===== src/rtl/core/bcrf_pkg.sv =====
// Package: types, constants and arithmetic helpers for the bracketed cubic root finder
package bcrf_pkg;

	localparam int unsigned DefMaxIterations = 64;
	localparam int unsigned DefFracBits = 16;
	localparam int unsigned CfgIdxW = 3;
	localparam int unsigned CfgDataW = 32;
	localparam int unsigned ItersW = 7;

	localparam logic [CfgIdxW-1:0] RegMethod = 3'd0;
	localparam logic [CfgIdxW-1:0] RegCubic = 3'd1;
	localparam logic [CfgIdxW-1:0] RegSquare = 3'd2;
	localparam logic [CfgIdxW-1:0] RegLinear = 3'd3;
	localparam logic [CfgIdxW-1:0] RegConstant = 3'd4;
	localparam logic [CfgIdxW-1:0] RegTolerance = 3'd5;

	localparam logic [1:0] StConverged = 2'd0;
	localparam logic [1:0] StNoSign = 2'd1;
	localparam logic [1:0] StExactZero = 2'd2;
	localparam logic [1:0] StCap = 2'd3;

	localparam logic signed [31:0] RstCubic = -32'sd196608;
	localparam logic signed [31:0] RstSquare = 32'sd327680;
	localparam logic signed [31:0] RstLinear = -32'sd65536;
	localparam logic signed [31:0] RstConstant = 32'sd458752;
	localparam logic [30:0] RstTolerance = 31'd66;

	typedef struct packed {
		logic signed [31:0] left_bound;
		logic signed [31:0] right_bound;
	} in_beat_t;

	typedef struct packed {
		logic signed [31:0] root;
		logic [1:0] status;
		logic [ItersW-1:0] iterations_used;
	} out_beat_t;

	typedef struct packed {
		logic method_select;
		logic signed [31:0] coef_cubic;
		logic signed [31:0] coef_square;
		logic signed [31:0] coef_linear;
		logic signed [31:0] coef_constant;
		logic [30:0] tolerance;
	} cfg_t;

	// Datapath operations issued by the controller
	typedef enum logic [3:0] {
		OP_NONE = 4'd0,
		OP_LOAD = 4'd1,
		OP_EVAL_A = 4'd2,
		OP_EVAL_B = 4'd3,
		OP_MID = 4'd4,
		OP_DIV_START = 4'd5,
		OP_FALSI_DONE = 4'd6,
		OP_EVAL_C = 4'd7,
		OP_UPDATE = 4'd8
	} op_t;

	typedef struct packed {
		op_t op;
		logic [2:0] mstep;
	} cmd_t;

	typedef struct packed {
		logic div_busy;
		logic no_sign;
		logic den_zero;
		logic stop_zero;
		logic stop_conv;
	} stat_t;

	function automatic logic signed [31:0] sat32(input logic signed [65:0] v);
		logic signed [31:0] r;
		begin
			if (v > 66'sh0_7FFF_FFFF)
				r = 32'sh7FFF_FFFF;
			else if (v < -66'sh0_8000_0000)
				r = 32'sh8000_0000;
			else
				r = v[31:0];
			return r;
		end
	endfunction

	function automatic logic [1:0] sgn2(input logic signed [31:0] v);
		begin
			return {v[31], v != 32'sd0};
		end
	endfunction

	// 1 when both strict signs are equal and non-zero
	function automatic logic same_sign(input logic signed [31:0] p, input logic signed [31:0] q);
		begin
			return (p != 32'sd0) && (q != 32'sd0) && (p[31] == q[31]);
		end
	endfunction

endpackage


===== src/rtl/core/bcrf_ctrl.sv =====
// Controller: sequences evaluations, midpoint, divide and update steps
module bcrf_ctrl #(
	parameter int unsigned MAX_ITERATIONS = bcrf_pkg::DefMaxIterations
) (
	input logic clk,
	input logic arst_n,
	input logic in_valid,
	output logic in_stall,
	output logic out_valid,
	input logic out_stall,
	input logic method_select,
	input bcrf_pkg::stat_t stat,
	output bcrf_pkg::cmd_t cmd,
	output logic [1:0] status,
	output logic [bcrf_pkg::ItersW-1:0] iters
);
	import bcrf_pkg::*;

	localparam int unsigned CntW = $clog2(MAX_ITERATIONS + 1);

	typedef enum logic [8:0] {
		S_IDLE = 9'b000000001,
		S_EVA = 9'b000000010,
		S_EVB = 9'b000000100,
		S_MID = 9'b000001000,
		S_DIV = 9'b000010000,
		S_FIN = 9'b000100000,
		S_EVC = 9'b001000000,
		S_UPD = 9'b010000000,
		S_OUT = 9'b100000000
	} state_t;

	state_t state_q;
	logic [2:0] step_q;
	logic [CntW-1:0] cnt_q;
	logic [1:0] status_q;
	logic div_wait_q;

	always_comb begin
		cmd.op = OP_NONE;
		cmd.mstep = step_q;
		case (state_q)
			S_IDLE: cmd.op = (in_valid && !in_stall) ? OP_LOAD : OP_NONE;
			S_EVA: cmd.op = OP_EVAL_A;
			S_EVB: cmd.op = OP_EVAL_B;
			S_MID: cmd.op = OP_MID;
			S_DIV: cmd.op = div_wait_q ? OP_NONE : OP_DIV_START;
			S_FIN: cmd.op = OP_FALSI_DONE;
			S_EVC: cmd.op = OP_EVAL_C;
			S_UPD: cmd.op = OP_UPDATE;
			default: cmd.op = OP_NONE;
		endcase
	end

	always_ff @(posedge clk or negedge arst_n) begin
		if (!arst_n) begin
			state_q <= S_IDLE;
			step_q <= '0;
			cnt_q <= '0;
			status_q <= StConverged;
			div_wait_q <= 1'b0;
		end else begin
			case (state_q)
				S_IDLE: begin
					if (in_valid) begin
						state_q <= S_EVA;
						step_q <= '0;
						cnt_q <= '0;
					end
				end
				S_EVA, S_EVB, S_EVC: begin
					step_q <= step_q + 3'd1;
					if (step_q == 3'd7) begin
						if (state_q == S_EVA) begin
							state_q <= S_EVB;
						end else if (state_q == S_EVC) begin
							state_q <= S_UPD;
						end else begin
							state_q <= S_MID;
						end
					end
				end
				S_MID: begin
					if (cnt_q == '0 && stat.no_sign) begin
						status_q <= StNoSign;
						state_q <= S_OUT;
					end else begin
						cnt_q <= cnt_q + 1'b1;
						state_q <= method_select ? S_EVC : S_DIV;
						step_q <= '0;
					end
				end
				S_DIV: begin
					if (!div_wait_q) begin
						div_wait_q <= 1'b1;
					end else if (!stat.div_busy) begin
						div_wait_q <= 1'b0;
						state_q <= S_FIN;
					end
				end
				S_FIN: begin
					state_q <= S_EVC;
					step_q <= '0;
				end
				S_UPD: begin
					if (stat.stop_zero) begin
						status_q <= StExactZero;
						state_q <= S_OUT;
					end else if (stat.stop_conv) begin
						status_q <= StConverged;
						state_q <= S_OUT;
					end else if (cnt_q >= CntW'(MAX_ITERATIONS)) begin
						status_q <= StCap;
						state_q <= S_OUT;
					end else begin
						state_q <= S_MID;
					end
				end
				S_OUT: begin
					if (!out_stall)
						state_q <= S_IDLE;
				end
				default: state_q <= S_IDLE;
			endcase
		end
	end

	assign in_stall = (state_q != S_IDLE);
	assign out_valid = (state_q == S_OUT);
	assign status = status_q;
	assign iters = (cnt_q > CntW'(127)) ? ItersW'(127) : ItersW'(cnt_q);
endmodule


===== config.mk =====
export PLATFORM = sky130hd
export DESIGN_NAME = bcrf_ctrl
export DESIGN_NICKNAME = d
export VERILOG_FILES = /design/src/rtl/core/bcrf_pkg.sv /design/src/rtl/core/bcrf_ctrl.sv
export SDC_FILE = /design/constraint.sdc
export NUM_CORES = 1
export LEC_CHECK = 0
export ABC_AREA = 0
export BUFFER_PORTS_ARGS = -buffer_cell sky130_fd_sc_hd__buf_4
export CAP_MARGIN = 30
export CORE_MARGIN = 5
export CORE_UTILIZATION = 38
export DETAILED_ROUTE_END_ITERATION = 8
export HOLD_SLACK_MARGIN = 0.06
export PLACE_DENSITY_LB_ADDON = 0.05
export SYNTH_ARGS = -nofsm -noshare
export SYNTH_HDL_FRONTEND = slang
export SYNTH_SLANG_ARGS = --single-unit

===== constraint.sdc =====
create_clock -name clk -period 1.8 [get_ports clk]
set_input_delay 0.36 -clock clk [delete_from_list [all_inputs] [get_ports clk]]
set_output_delay 0.36 -clock clk [all_outputs]
set_load 0.02 [all_outputs]

* Yosys cells after proc, flatten, opt, wreduce, memory -nomap -nowiden
Index checks and enable logic that the tools add are counted.
** Cells by class
- Equal/unequal tests :: 19
- Order comparisons :: 2
- Reductions and logical operators :: 12
- Muxes and demuxes :: 30
- Add/sub/neg operators :: 2
** Operators with widths (number)
- $mux 9 :: 9
- $pmux 9 s7 :: 1
- $pmux 4 s8 :: 1
- $mux 7 :: 4
- $mux 8 :: 2
- $ne 2x2->1 const B :: 7
- $pmux 7 s2 :: 1
- $pmux 3 s4 :: 1
- $eq 9x1->1 const B :: 1
- $eq 9x2->1 const B :: 1
- $eq 9x3->1 const B :: 1
- $eq 9x4->1 const B :: 1
- $eq 9x5->1 const B :: 1
- $eq 9x6->1 const B :: 1
- $eq 9x7->1 const B :: 1
- $eq 9x8->1 const B :: 1
- $eq 9x9->1 const B :: 1
- $mux 3 :: 3
- $ne 9x1->1 const B :: 1
- $reduce_and 3->1 :: 3
- $mux 2 :: 4
- $add 7x1->7 const B :: 1
- $ge 7x7->1 const B :: 1
- $gt 7x7->1 const B :: 1
- 12 further kinds :: 16
** Storage, ports and cells
- Input bits :: 10
- Register bits after elaboration :: 22
- Logic and storage cells :: 70
- Output and inout port bits :: 18

* Logic depth before layout (Yosys ltp)
Gate-level depths: netlist of the first run.
- Depth in word-level cells :: 5
- Depth in mapped cells :: 7
- Mapped depth without buffers :: 6

* Least setup slack after synthesis of the first run
No wires, ideal clock.
- Path type :: register to output
- Start point :: register state_q[8]
- End point :: output port cmd[3] in the netlist's numbering
- Required time :: 1.440 ns
- Buffers on the path :: 1
- Arrival :: 1.727 ns
- Path slack :: -0.287 ns
- Stages on the path, launching flop included :: 6
- Cells stage by stage :: dfrtp_1 > or3_4 > nor4_1 > and2_2 > buf_4 > nand3b_1
** RTL lines
- from (decl) :: RTL line bcrf_ctrl.sv:33 : state_t state_q;
- from (signal assigned) :: RTL line bcrf_ctrl.sv:89 : state_q <= method_select ? S_EVC : S_DIV;
- to (decl) :: RTL line bcrf_ctrl.sv:13 : output bcrf_pkg::cmd_t cmd,

==> metrics.md, run 1 <==
| Metric | Value |
|---|---|
| Status | finished, violations left |
| Violated checks | setup timing |
| Routability cong. | approximately 0.81 |
| Hold path depth | 3 |
| Minimum clock period | 2.129 ns |
| Nets | 243 |
| Layout cells sized above 1 | a little over 60% |
| Register area | 556.8 um2 |
| Post-synthesis compound-gate area fraction | between 10% and 20% |
| Initial DRC Count | 70 |
| Post-DR vias/cell | about 5.2 |
| Worst r2r path cells | 7 |
| CP Class | flip-flop to output pin |
| Post-synth EDFFs | 0 |
| Worst Path Max Fanout | 3 |
| Worst Clk Skew | between 0.007 and 0.008 ns |
| Final Power | 3.063 mW |
| Leak pwr | 1.132 nW |
| Global route overflow | 0 |
| Synth Area in XOR/XNOR | 4.887% |
| Share of the synthesized area in the top cell type | 36.65% |
| Seq/Total Area, Yosys | roughly 38% |
| Residual DRC | 0 |
| Ant. Diodes | 0 |
| Max cap viols | 0 |
| VDD IR max | 0.0006193 V |
| Syn Area/Cell | 9.433 um2 |
| Min-delay worst type | input port to flip-flop |
| PnR worst setup slack | -0.3291 ns |
| Via count | ~1400 |
| TritonCTS buffer count | 3 |
| Required time of the worst setup path | 1.44 ns |
| Total GRT Usage | 16.95% |
| Worst-margin pin slew | 0.3195 ns |
| Pwr Density | 1277 mW/mm2 |
| Yosys top cell by area | dfrtp_1 |
| Max-slew violation count | 0 |
| Synthesized cell area | 0.001434 mm2 |
| Clock Sinks | 22 |
| Die Area | 0.005102 mm2 |
| Max Clk Rate | between 400 and 500 MHz |
| H-Tree Level Count | 1 |
| # IOs | 28 |
| Most common cell after layout, fill and taps aside | buf_4 |
| Post-Synth Adder-Cell Area | between 3 and 4% |
| WP data arrival | 1.77 ns |
| Routed Antenna Nets | 0 |
| Clock latency at the later pin of the worst-skew pair | 0.27 ns |
| Mapped Cells | ~150 |
| Port buffer count | 26 |
| Area of the multi-input gates | slightly below 0.001 mm2 |
| Fillcell total | 286 |
| Commonest non-fill, non-tap cells in the layout | buf_4, dfrtp_1, buf_6 |
| Starting Density | between 30% and 40% |
| YS warnings | 0 |
| Syn nets | between 150 and 200 |
| CTS Root Cell | clkbuf_8 |
| WL final | approximately 4.5 mm |
| DP HPWL | 2.851 mm |
| First-pass GRT wire length | 6.762 mm |
| Pre-antenna DRT Iters | 4 |
| Largest family of logic cells by synthesized area | simple AND/OR/NAND/NOR gates |
| Largest net degree at the start of global routing | 23 |
| Initial antenna violation count | 0 |
| Synth top area cells | dfrtp_1, xor2_1, nor2_1, ha_1, nand2_1 |
| Final std cells w/o fill | 276 |
| Core area | 0.003661 mm2 |
| Final Hold Vio Count | 0 |
| Yosys cell types | 46 |
| CTS tree | done |
| CP Launch Type | flip-flop |
| Final worst path period share | 118.3% |
| # setup viols final | 18 |
| Area Growth Syn to Fin | 67.28% |
| Post-Synth Simple-Gate Area | 29.84% |
| Worst-path clk slew | 0.09 ns |
| Number of core rows | 22 |
| Vias in the first global route | 1393 |
| Slew headroom | about four fifths |
| Crit. End Element | output pin |
| Drt wl/cell | 16.15 um |
| Placed insts | 251 |
| Synthesized flop and latch total | 22 |
| RSZ-0062 raised after global routing | yes |
| Primary FF master, synth | dfrtp_1 |
| Post-synth ARST share | 100.0% |
| Die Y | 71.43 um |
| Max Buffers Root-to-Sink | 2 |
| Die W | 71.43 um |
| Post-synthesis mux area share | 2.356% |
## registers in the layout, indices dropped and copies added (netlist names)
register	flops
cnt_q	7
div_wait_q	1
state_q	9
status	2
step_q	3
## cell usage after synthesis, drive strengths merged, types with 4 or more instances
cell    count
buf         5
nand4       6
nand2      12
clkbuf      9
dfrtp      21
nor3        4
nand3       6
nor2       17
o21ai       6
xor2        7
inv         6
ha          4
a22o        4
or3         5
## path summary, 6_finish.rpt
kind | slack (ns) | startpoint | end
min in group asynchronous | 0.51 | arst_n | cnt_q[4]
max in group asynchronous | 1.00 | arst_n | state_q[0]
worst min register to register | 0.54 | step_q[1] | step_q[1]
worst min-delay path | 0.33 | stat[1] | status[0]
worst max register to register | -0.17 | state_q[6] | step_q[0]
worst max-delay path | -0.33 | state_q[5] | cmd[3]
## through the flow
step	setup TNS (ns)	instance area [um2]	utilization, %	setup slack [ns]	hold slack [ns]
3_5_place_dp	-0.4444	1908	52.12	-0.08988	0.2750
3_3_place_gp	-0.3651	1908	52.12	-0.08149	0.2678
6_report	-2.505	2399	65.52	-0.3291	0.3312
5_1_grt	-4.122	2399	65.52	-0.4098	0.3298
2_1_floorplan	-0.3392	1449	-	-0.1741	0.06441
4_1_cts	-1.463	2128	58.13	-0.3471	0.3220
## timing repair
| action | 4_1_cts | 5_1_grt |
|---|---|---|
| resized for setup | 24 | 43 |
| endpoints found under the setup margin | 16 | 25 |
| setup buffers | 11 | 14 |
| hold buffers | 1 | 0 |
| hold endpoints to repair | 21 | 0 |
| pin swaps | 6 | 24 |
## area by class of cell
class,count,area share [%]
well taps,48,2.504
inverters,6,1.043
multi-input cells,110,40.58
flip-flops and latches,22,23.21
repair buffers,86,29.68
clock inverters,1,1.252
clock buffers,3,1.721
## power by group
part	switching, mW	internal (mW)	leakage (nW)
registers	0.105	0.599	0.289
clock network	0.177	0.298	0.0357
logic	0.872	1.01	0.807
## logic make-up after synthesis
kind of cell,Yosys count
AO/OA/AOI/OAI,23
XOR/XNOR,8
adder cells (fa/ha/maj),4
buffers and inverters,20
flip-flops,22
multiplexers,3
AND/OR/NAND/NOR,72
## worst max-delay path: stages, from the launching register on
cell      delay [ns]
dfrtp_1         0.40
or3_4           0.44
nor4_4          0.20
and2_4          0.20
nand3b_1        0.13
buf_6           0.13
## layer usage
layer  up-vias  track usage [%]  wire, um  part of all wire [%]
met5         -                0         0                     0
met4         0            6.889       101                   2.3
met3         9            3.647       154                   3.5
met2        23            27.45      2299                    52
met1       724            21.91      1903                    43
li1        686                -         -                     -
Note: power is estimated with default switching activity, not from simulation.
==> inputs of run 2 (changes only) <==
CTS_BUF_LIST = sky130_fd_sc_hd__clkbuf_4   (was default)
==> run 2 against run 1 <==
The flow still finishes with violations (setup timing). Via count shrank 1.4%. Power shrank 6.3%. Utilization shrank 1.6 points. Sequential share of layout area grew 0.58 points. Critical path depth is the same. Clock-buffer cell count is the same. Register-to-register slack is essentially flat. Fmax shrank 2.7%. Sequential power shrank 2%. Global-route usage is essentially flat. Non-clock buffer count shrank 2. Setup slack lost 0.060 ns. Critical path type unchanged. Largest power group unchanged.
==> metrics.md, run 2 (synthesis results as in run 1) <==
| Metric | Value |
|---|---|
| Net Sw Power | 1.114 mW |
| Worst-path clk slew | 0.15 ns |
| Core area | 0.003661 mm2 |
| Combinational power share | 61.8% |
| Clock share of power | between 10 and 15% |
| RSZ-0062 raised after global routing | yes |
| Worst Path Max Fanout | 3 |
| Pwr Density | 1227 mW/mm2 |
| Reg2Reg Setup Slack | -0.18 ns |
| Flip-flop count of the largest register after layout | 9 |
| Worst r2r path cells | 6 |
| Port buffer count | 26 |
| Placed insts | ~250 |
| # IOs | 28 |
| Die Area | between 0.005 and 0.006 mm2 |
| Worst-margin pin slew | 0.3007 ns |
| Worst Clk Skew | 0.01872 ns |
| Starting Density | 39.17% |
| DP HPWL | 2.851 mm |
| Final worst path period share | 121.6% |
| Hold WS | 0.2525 ns |
| Violated checks | setup timing |
| Sw Ratio | 38.80% |
| Commonest non-fill, non-tap cells in the layout | buf_4, dfrtp_1, nor2_1 |
| Min-delay worst type | input port to flip-flop |
| WP data arrival | around 1.8 ns |
| CP Launch Type | flip-flop |
| Final core occ | between 60% and 70% |
| Pre-antenna DRT Iters | 4 |
| Setup Slack @ Placement | -0.08988 ns |
| TritonCTS buffer count | 3 |
| Max cap viols | 0 |
| Final Hold Vio Count | 0 |
| Status | finished, violations left |
| Total GRT Usage | 16.98% |
| Flop pwr share | a little under a quarter |
| H-Tree Level Count | 1 |
| Int Pwr | 1.757 mW |
| Initial antenna violation count | 0 |
| Routed Antenna Nets | 0 |
| Residual DRC | 0 |
| Post-DR vias/cell | approximately 5.2 |
| Die Y | 71.43 um |
| Final Power | 2.870 mW |
| # setup viols final | 17 |
| Ant. Diodes | 0 |
| Routability cong. | just over 0.8 |
| Nets | 241 |
| Die W | 71.43 um |
| Max Buffers Root-to-Sink | 2 |
| CTS tree | done |
| Global route overflow | 0 |
| Largest net degree at the start of global routing | 23 |
| Most common cell after layout, fill and taps aside | buf_4 |
| Required time of the worst setup path | 1.44 ns |
| Via count | roughly 1400 |
| Minimum clock period | roughly 2.2 ns |
| VDD IR max | 0.0006343 V |
| CP Class | flip-flop to output pin |
| Largest reg by FF count | state_q |
| Layout cells sized above 1 | 60.62% |
| CTS Root Cell | clkbuf_4 |
| Drt wl/cell | between 15 and 20 um |
| WL final | 4.456 mm |
| Slew headroom | 79.70% |
| Clock Sinks | 22 |
| Vias in the first global route | approximately 1400 |
| Number of core rows | 22 |
| Max Clk Rate | 456.9 MHz |
| Area Growth Syn to Fin | 63.18% |
| Max-slew violation count | 0 |
| Largest regs | state_q x9, cnt_q x7, step_q x3 |
| Hold path depth | 3 |
| Initial DRC Count | 60 |
| PnR worst setup slack | -0.3888 ns |
| First-pass GRT wire length | 6.789 mm |
| Clock latency at the later pin of the worst-skew pair | ~0.34 ns |
| Leak pwr | around 1.1 nW |
| Crit. End Element | output pin |
| Final std cells w/o fill | 274 |
==> run 2: cell count changes in the layout (fill, tap and decap cells not counted), sizes merged <==
cell / delta
buf: -2
==> run 2: per-stage QoR <==
stage | instance area [um2] | setup TNS (ns)
after floorplan | 1449 | -0.3392
after global placement | 1908 | -0.3651
after detailed placement | 1908 | -0.4444
after CTS | 2143 | -3.191
after global routing | 2340 | -4.266
final | 2340 | -2.819
==> run 2: repair_timing <==
| item | CTS | global route |
|---|---|---|
| gates resized for setup | 30 | 28 |
| hold buffers | 1 | 0 |
| setup endpoints to repair | 16 | 28 |
| hold endpoints to repair | 21 | 0 |
| pin swaps | 7 | 20 |
| setup buffers | 12 | 11 |
==> run 2: final cells by class <==
cell class                      instances  area, um2
Multi-Input combinational cell        110      962.2
Tap cell                               48      60.06
Clock inverter                          1      30.03
Sequential cell                        22      556.8
Timing Repair Buffer                   84      683.2
Clock buffer                            3      22.52
Fill cell                             292       1321
Inverter                                6      25.02
==> run 2: power groups by stage <==
stage               sequential (mW)  clock (mW)  combinational (mW)
finish                        0.690       0.405                1.78
floorplan                     0.698           0               0.756
global route                  0.705       0.437                1.88
global placement              0.707           0                1.22
detailed placement            0.711           0                1.24
CTS                           0.708       0.411                1.47
==> run 2: per-layer routing <==
metal	routed length [um]	share of wire (%)	vias up	GRT usage, %
met5	0	0	-	0
met4	108	2.4	0	6.263
met3	171	3.8	10	3.787
met2	2289	51	27	28.06
met1	1887	42	705	21.65
li1	-	-	680	-
==> run 2: worst max-delay path, stage by stage, from the launching register on <==
cell,delay [ns]
dfrtp_1,0.42
or3_4,0.44
nor3_4,0.19
nand4b_1,0.16
nand3b_1,0.15
buf_6,0.13
==> run 2: path summary, 6_finish.rpt <==
path / to / startpoint
max: cmd[3] / state_q[5]
max in group asynchronous: state_q[0] / arst_n
min reg2reg: status[0] / status[0]
max reg2reg: cnt_q[1] / state_q[2]
min: status[0] / stat[1]
min in group asynchronous: cnt_q[4] / arst_n
==> inputs of run 3 (changes only) <==
CAP_MARGIN = default   (was 30)
RECOVER_POWER = 25   (was default)
==> run 3 against run 2 <==
The flow still finishes with violations (setup timing). Power about the same. Hold slack unchanged. Clock-buffer cell count unchanged. Flip-flop and latch count unchanged. Critical path depth unchanged. Via count unchanged.
==> metrics.md, run 3 (synthesis results as in run 1) <==
| Metric | Value |
|---|---|
| Ant. Diodes | 0 |
| CP cell instances | or3_4 -> nor3_4 -> nand4b_1 -> nand3b_1 -> buf_6 |
| Reg2Reg Capture Point | cnt_q[1] |
| Number of core rows | 22 |
| Core area | 0.003661 mm2 |
| Area Growth Syn to Fin | 63.00% |
| WHS Endpoint | status[0] |
| Final Hold Vio Count | 0 |
| Max Clk Rate | 456.9 MHz |
| Port buffer count | 26 |
| Worst-path clk slew | 0.15 ns |
| Worst Clk Skew | 0.01872 ns |
| Flip-flop count of the largest register after layout | 9 |
| Largest regs | state_q x9, cnt_q x7, step_q x3 |
| Drt wl/cell | 16.26 um |
| Status | finished, violations left |
| Routed Antenna Nets | 0 |
| Largest net degree at the start of global routing | 23 |
| Post-DR vias/cell | approximately 5.2 |
| Nets | 241 |
| Placed insts | 251 |
| Largest reg by FF count | state_q |
| Residual DRC | 0 |
| RSZ-0062 raised after global routing | yes |
| Die Y | a little over 70 um |
| Clock Sinks | 22 |
| Worst Path Max Fanout | 3 |
| Via count | 1422 |
| Final std cells w/o fill | 274 |
| Commonest non-fill, non-tap cells in the layout | buf_4, dfrtp_1, nor2_1 |
| Reg2Reg Setup Slack | -0.18 ns |
| Required time of the worst setup path | 1.44 ns |
| Pwr Density | 1228 mW/mm2 |
| Final worst path period share | 121.6% |
| Die W | 71.43 um |
| CTS tree | done |
| Total GRT Usage | 16.98% |
| Min-delay worst type | input port to flip-flop |
| Violated checks | setup timing |
| Critical path's largest stage delay | 0.44 ns |
| PnR worst setup slack | -0.3888 ns |
| Hold path depth | 3 |
| Pre-antenna DRT Iters | 4 |
| CP max stage cell | or3_4 |
| WP data arrival | approximately 1.8 ns |
| Leak pwr | 1.111 nW |
| Worst-margin pin slew | 0.5990 ns |
| Initial DRC Count | 60 |
| Slew headroom | 60.07% |
| # IOs | 28 |
| First-pass GRT wire length | 6.789 mm |
| WL final | between 4 and 5 mm |
| FF-to-FF Start | state_q[2] |
| Global route overflow | 0 |
| Buffers & Inverters on Critical Path | 1 |
| DP HPWL | about 2.9 mm |
| Max Buffers Root-to-Sink | 2 |
| Final Power | ~2.9 mW |
| Minimum clock period | 2.189 ns |
| H-Tree Level Count | 1 |
| Most common cell after layout, fill and taps aside | buf_4 |
| CP Launch Type | flip-flop |
| Die Area | 0.005102 mm2 |
| TritonCTS buffer count | 3 |
| Worst r2r path cells | 6 |
| Final core occ | between 60% and 70% |
| Delay-heaviest family, CP | simple AND/OR/NAND/NOR gates |
| VDD IR max | 0.0006343 V |
| Starting Density | 39.17% |
| Routability cong. | slightly above 0.8 |
| Cell depth of the worst setup path | 5 |
| Min-delay src | stat[1] |
| CTS Root Cell | clkbuf_4 |
| Initial antenna violation count | 0 |
| Final setup TNS | -2.819 ns |
| Vias in the first global route | 1412 |
| CP Class | flip-flop to output pin |
| Max cap viols | 0 |
| Clock latency at the later pin of the worst-skew pair | 0.34 ns |
| Max-slew violation count | 0 |
| Crit. End Element | output pin |
| # setup viols final | 17 |
| Layout cells sized above 1 | 60.62% |
run 3: cell types whose count changed in the layout (fill, tap and decap cells not counted), sizes merged:
| cell | delta |
|---|---|
| buf | -1 |
| clkbuf | +1 |
run 3: worst max-delay path by stage:
stage | from | endpoint | slack (ns)
detailed placement | state_q[2] | cnt_q[6] | -0.09
finish | state_q[5] | cmd[3] | -0.39
CTS | state_q[8] | cmd[3] | -0.43
global placement | state_q[2] | cnt_q[6] | -0.08
floorplan | state_q[8] | cmd[3] | -0.17
global route | state_q[5] | cmd[3] | -0.48
run 3: where the power goes:
group | internal [mW] | total, mW | switching (mW)
logic | 0.932 | 1.77 | 0.842
clock network | 0.226 | 0.405 | 0.179
registers | 0.598 | 0.690 | 0.0920
total | 1.76 | 2.87 | 1.11
run 3: final cells by class:
| class | instances | area [um2] |
|---|---|---|
| flip-flops and latches | 22 | 556.8 |
| fillers | 292 | 1324 |
| repair buffers | 84 | 680.7 |
| inverters | 6 | 25.02 |
| clock buffers | 3 | 22.52 |
| well taps | 48 | 60.06 |
| multi-input cells | 110 | 962.2 |
| clock inverters | 1 | 30.03 |
run 3: metal layers:
layer,up-vias,track usage (%),share of wire [%]
met3,10,3.787,3.8
met4,0,6.263,2.4
met1,705,21.65,42
met5,-,0,0
li1,680,-,-
met2,27,28.06,51
run 3: tightest hold or removal path: stages:
cell and delay (ns):
buf_4 0.09, o21a_1 0.10, nor2_1 0.04
run 3: timing repair:
item	CTS	global route
hold buffers	1	0
buffers inserted	12	11
endpoints found under the setup margin	16	28
pin swaps	7	20
hold endpoints to repair	21	0
resized for setup	30	28
run 3: per-stage QoR:
| step | cell area (um2) | hold slack [ns] | setup slack, ns |
|---|---|---|---|
| 2_1_floorplan | 1449 | 0.06441 | -0.1741 |
| 3_3_place_gp | 1908 | 0.2678 | -0.08149 |
| 3_5_place_dp | 1908 | 0.2750 | -0.08988 |
| 4_1_cts | 2143 | 0.2432 | -0.4308 |
| 5_1_grt | 2337 | 0.2508 | -0.4829 |
| 6_report | 2337 | 0.2525 | -0.3888 |
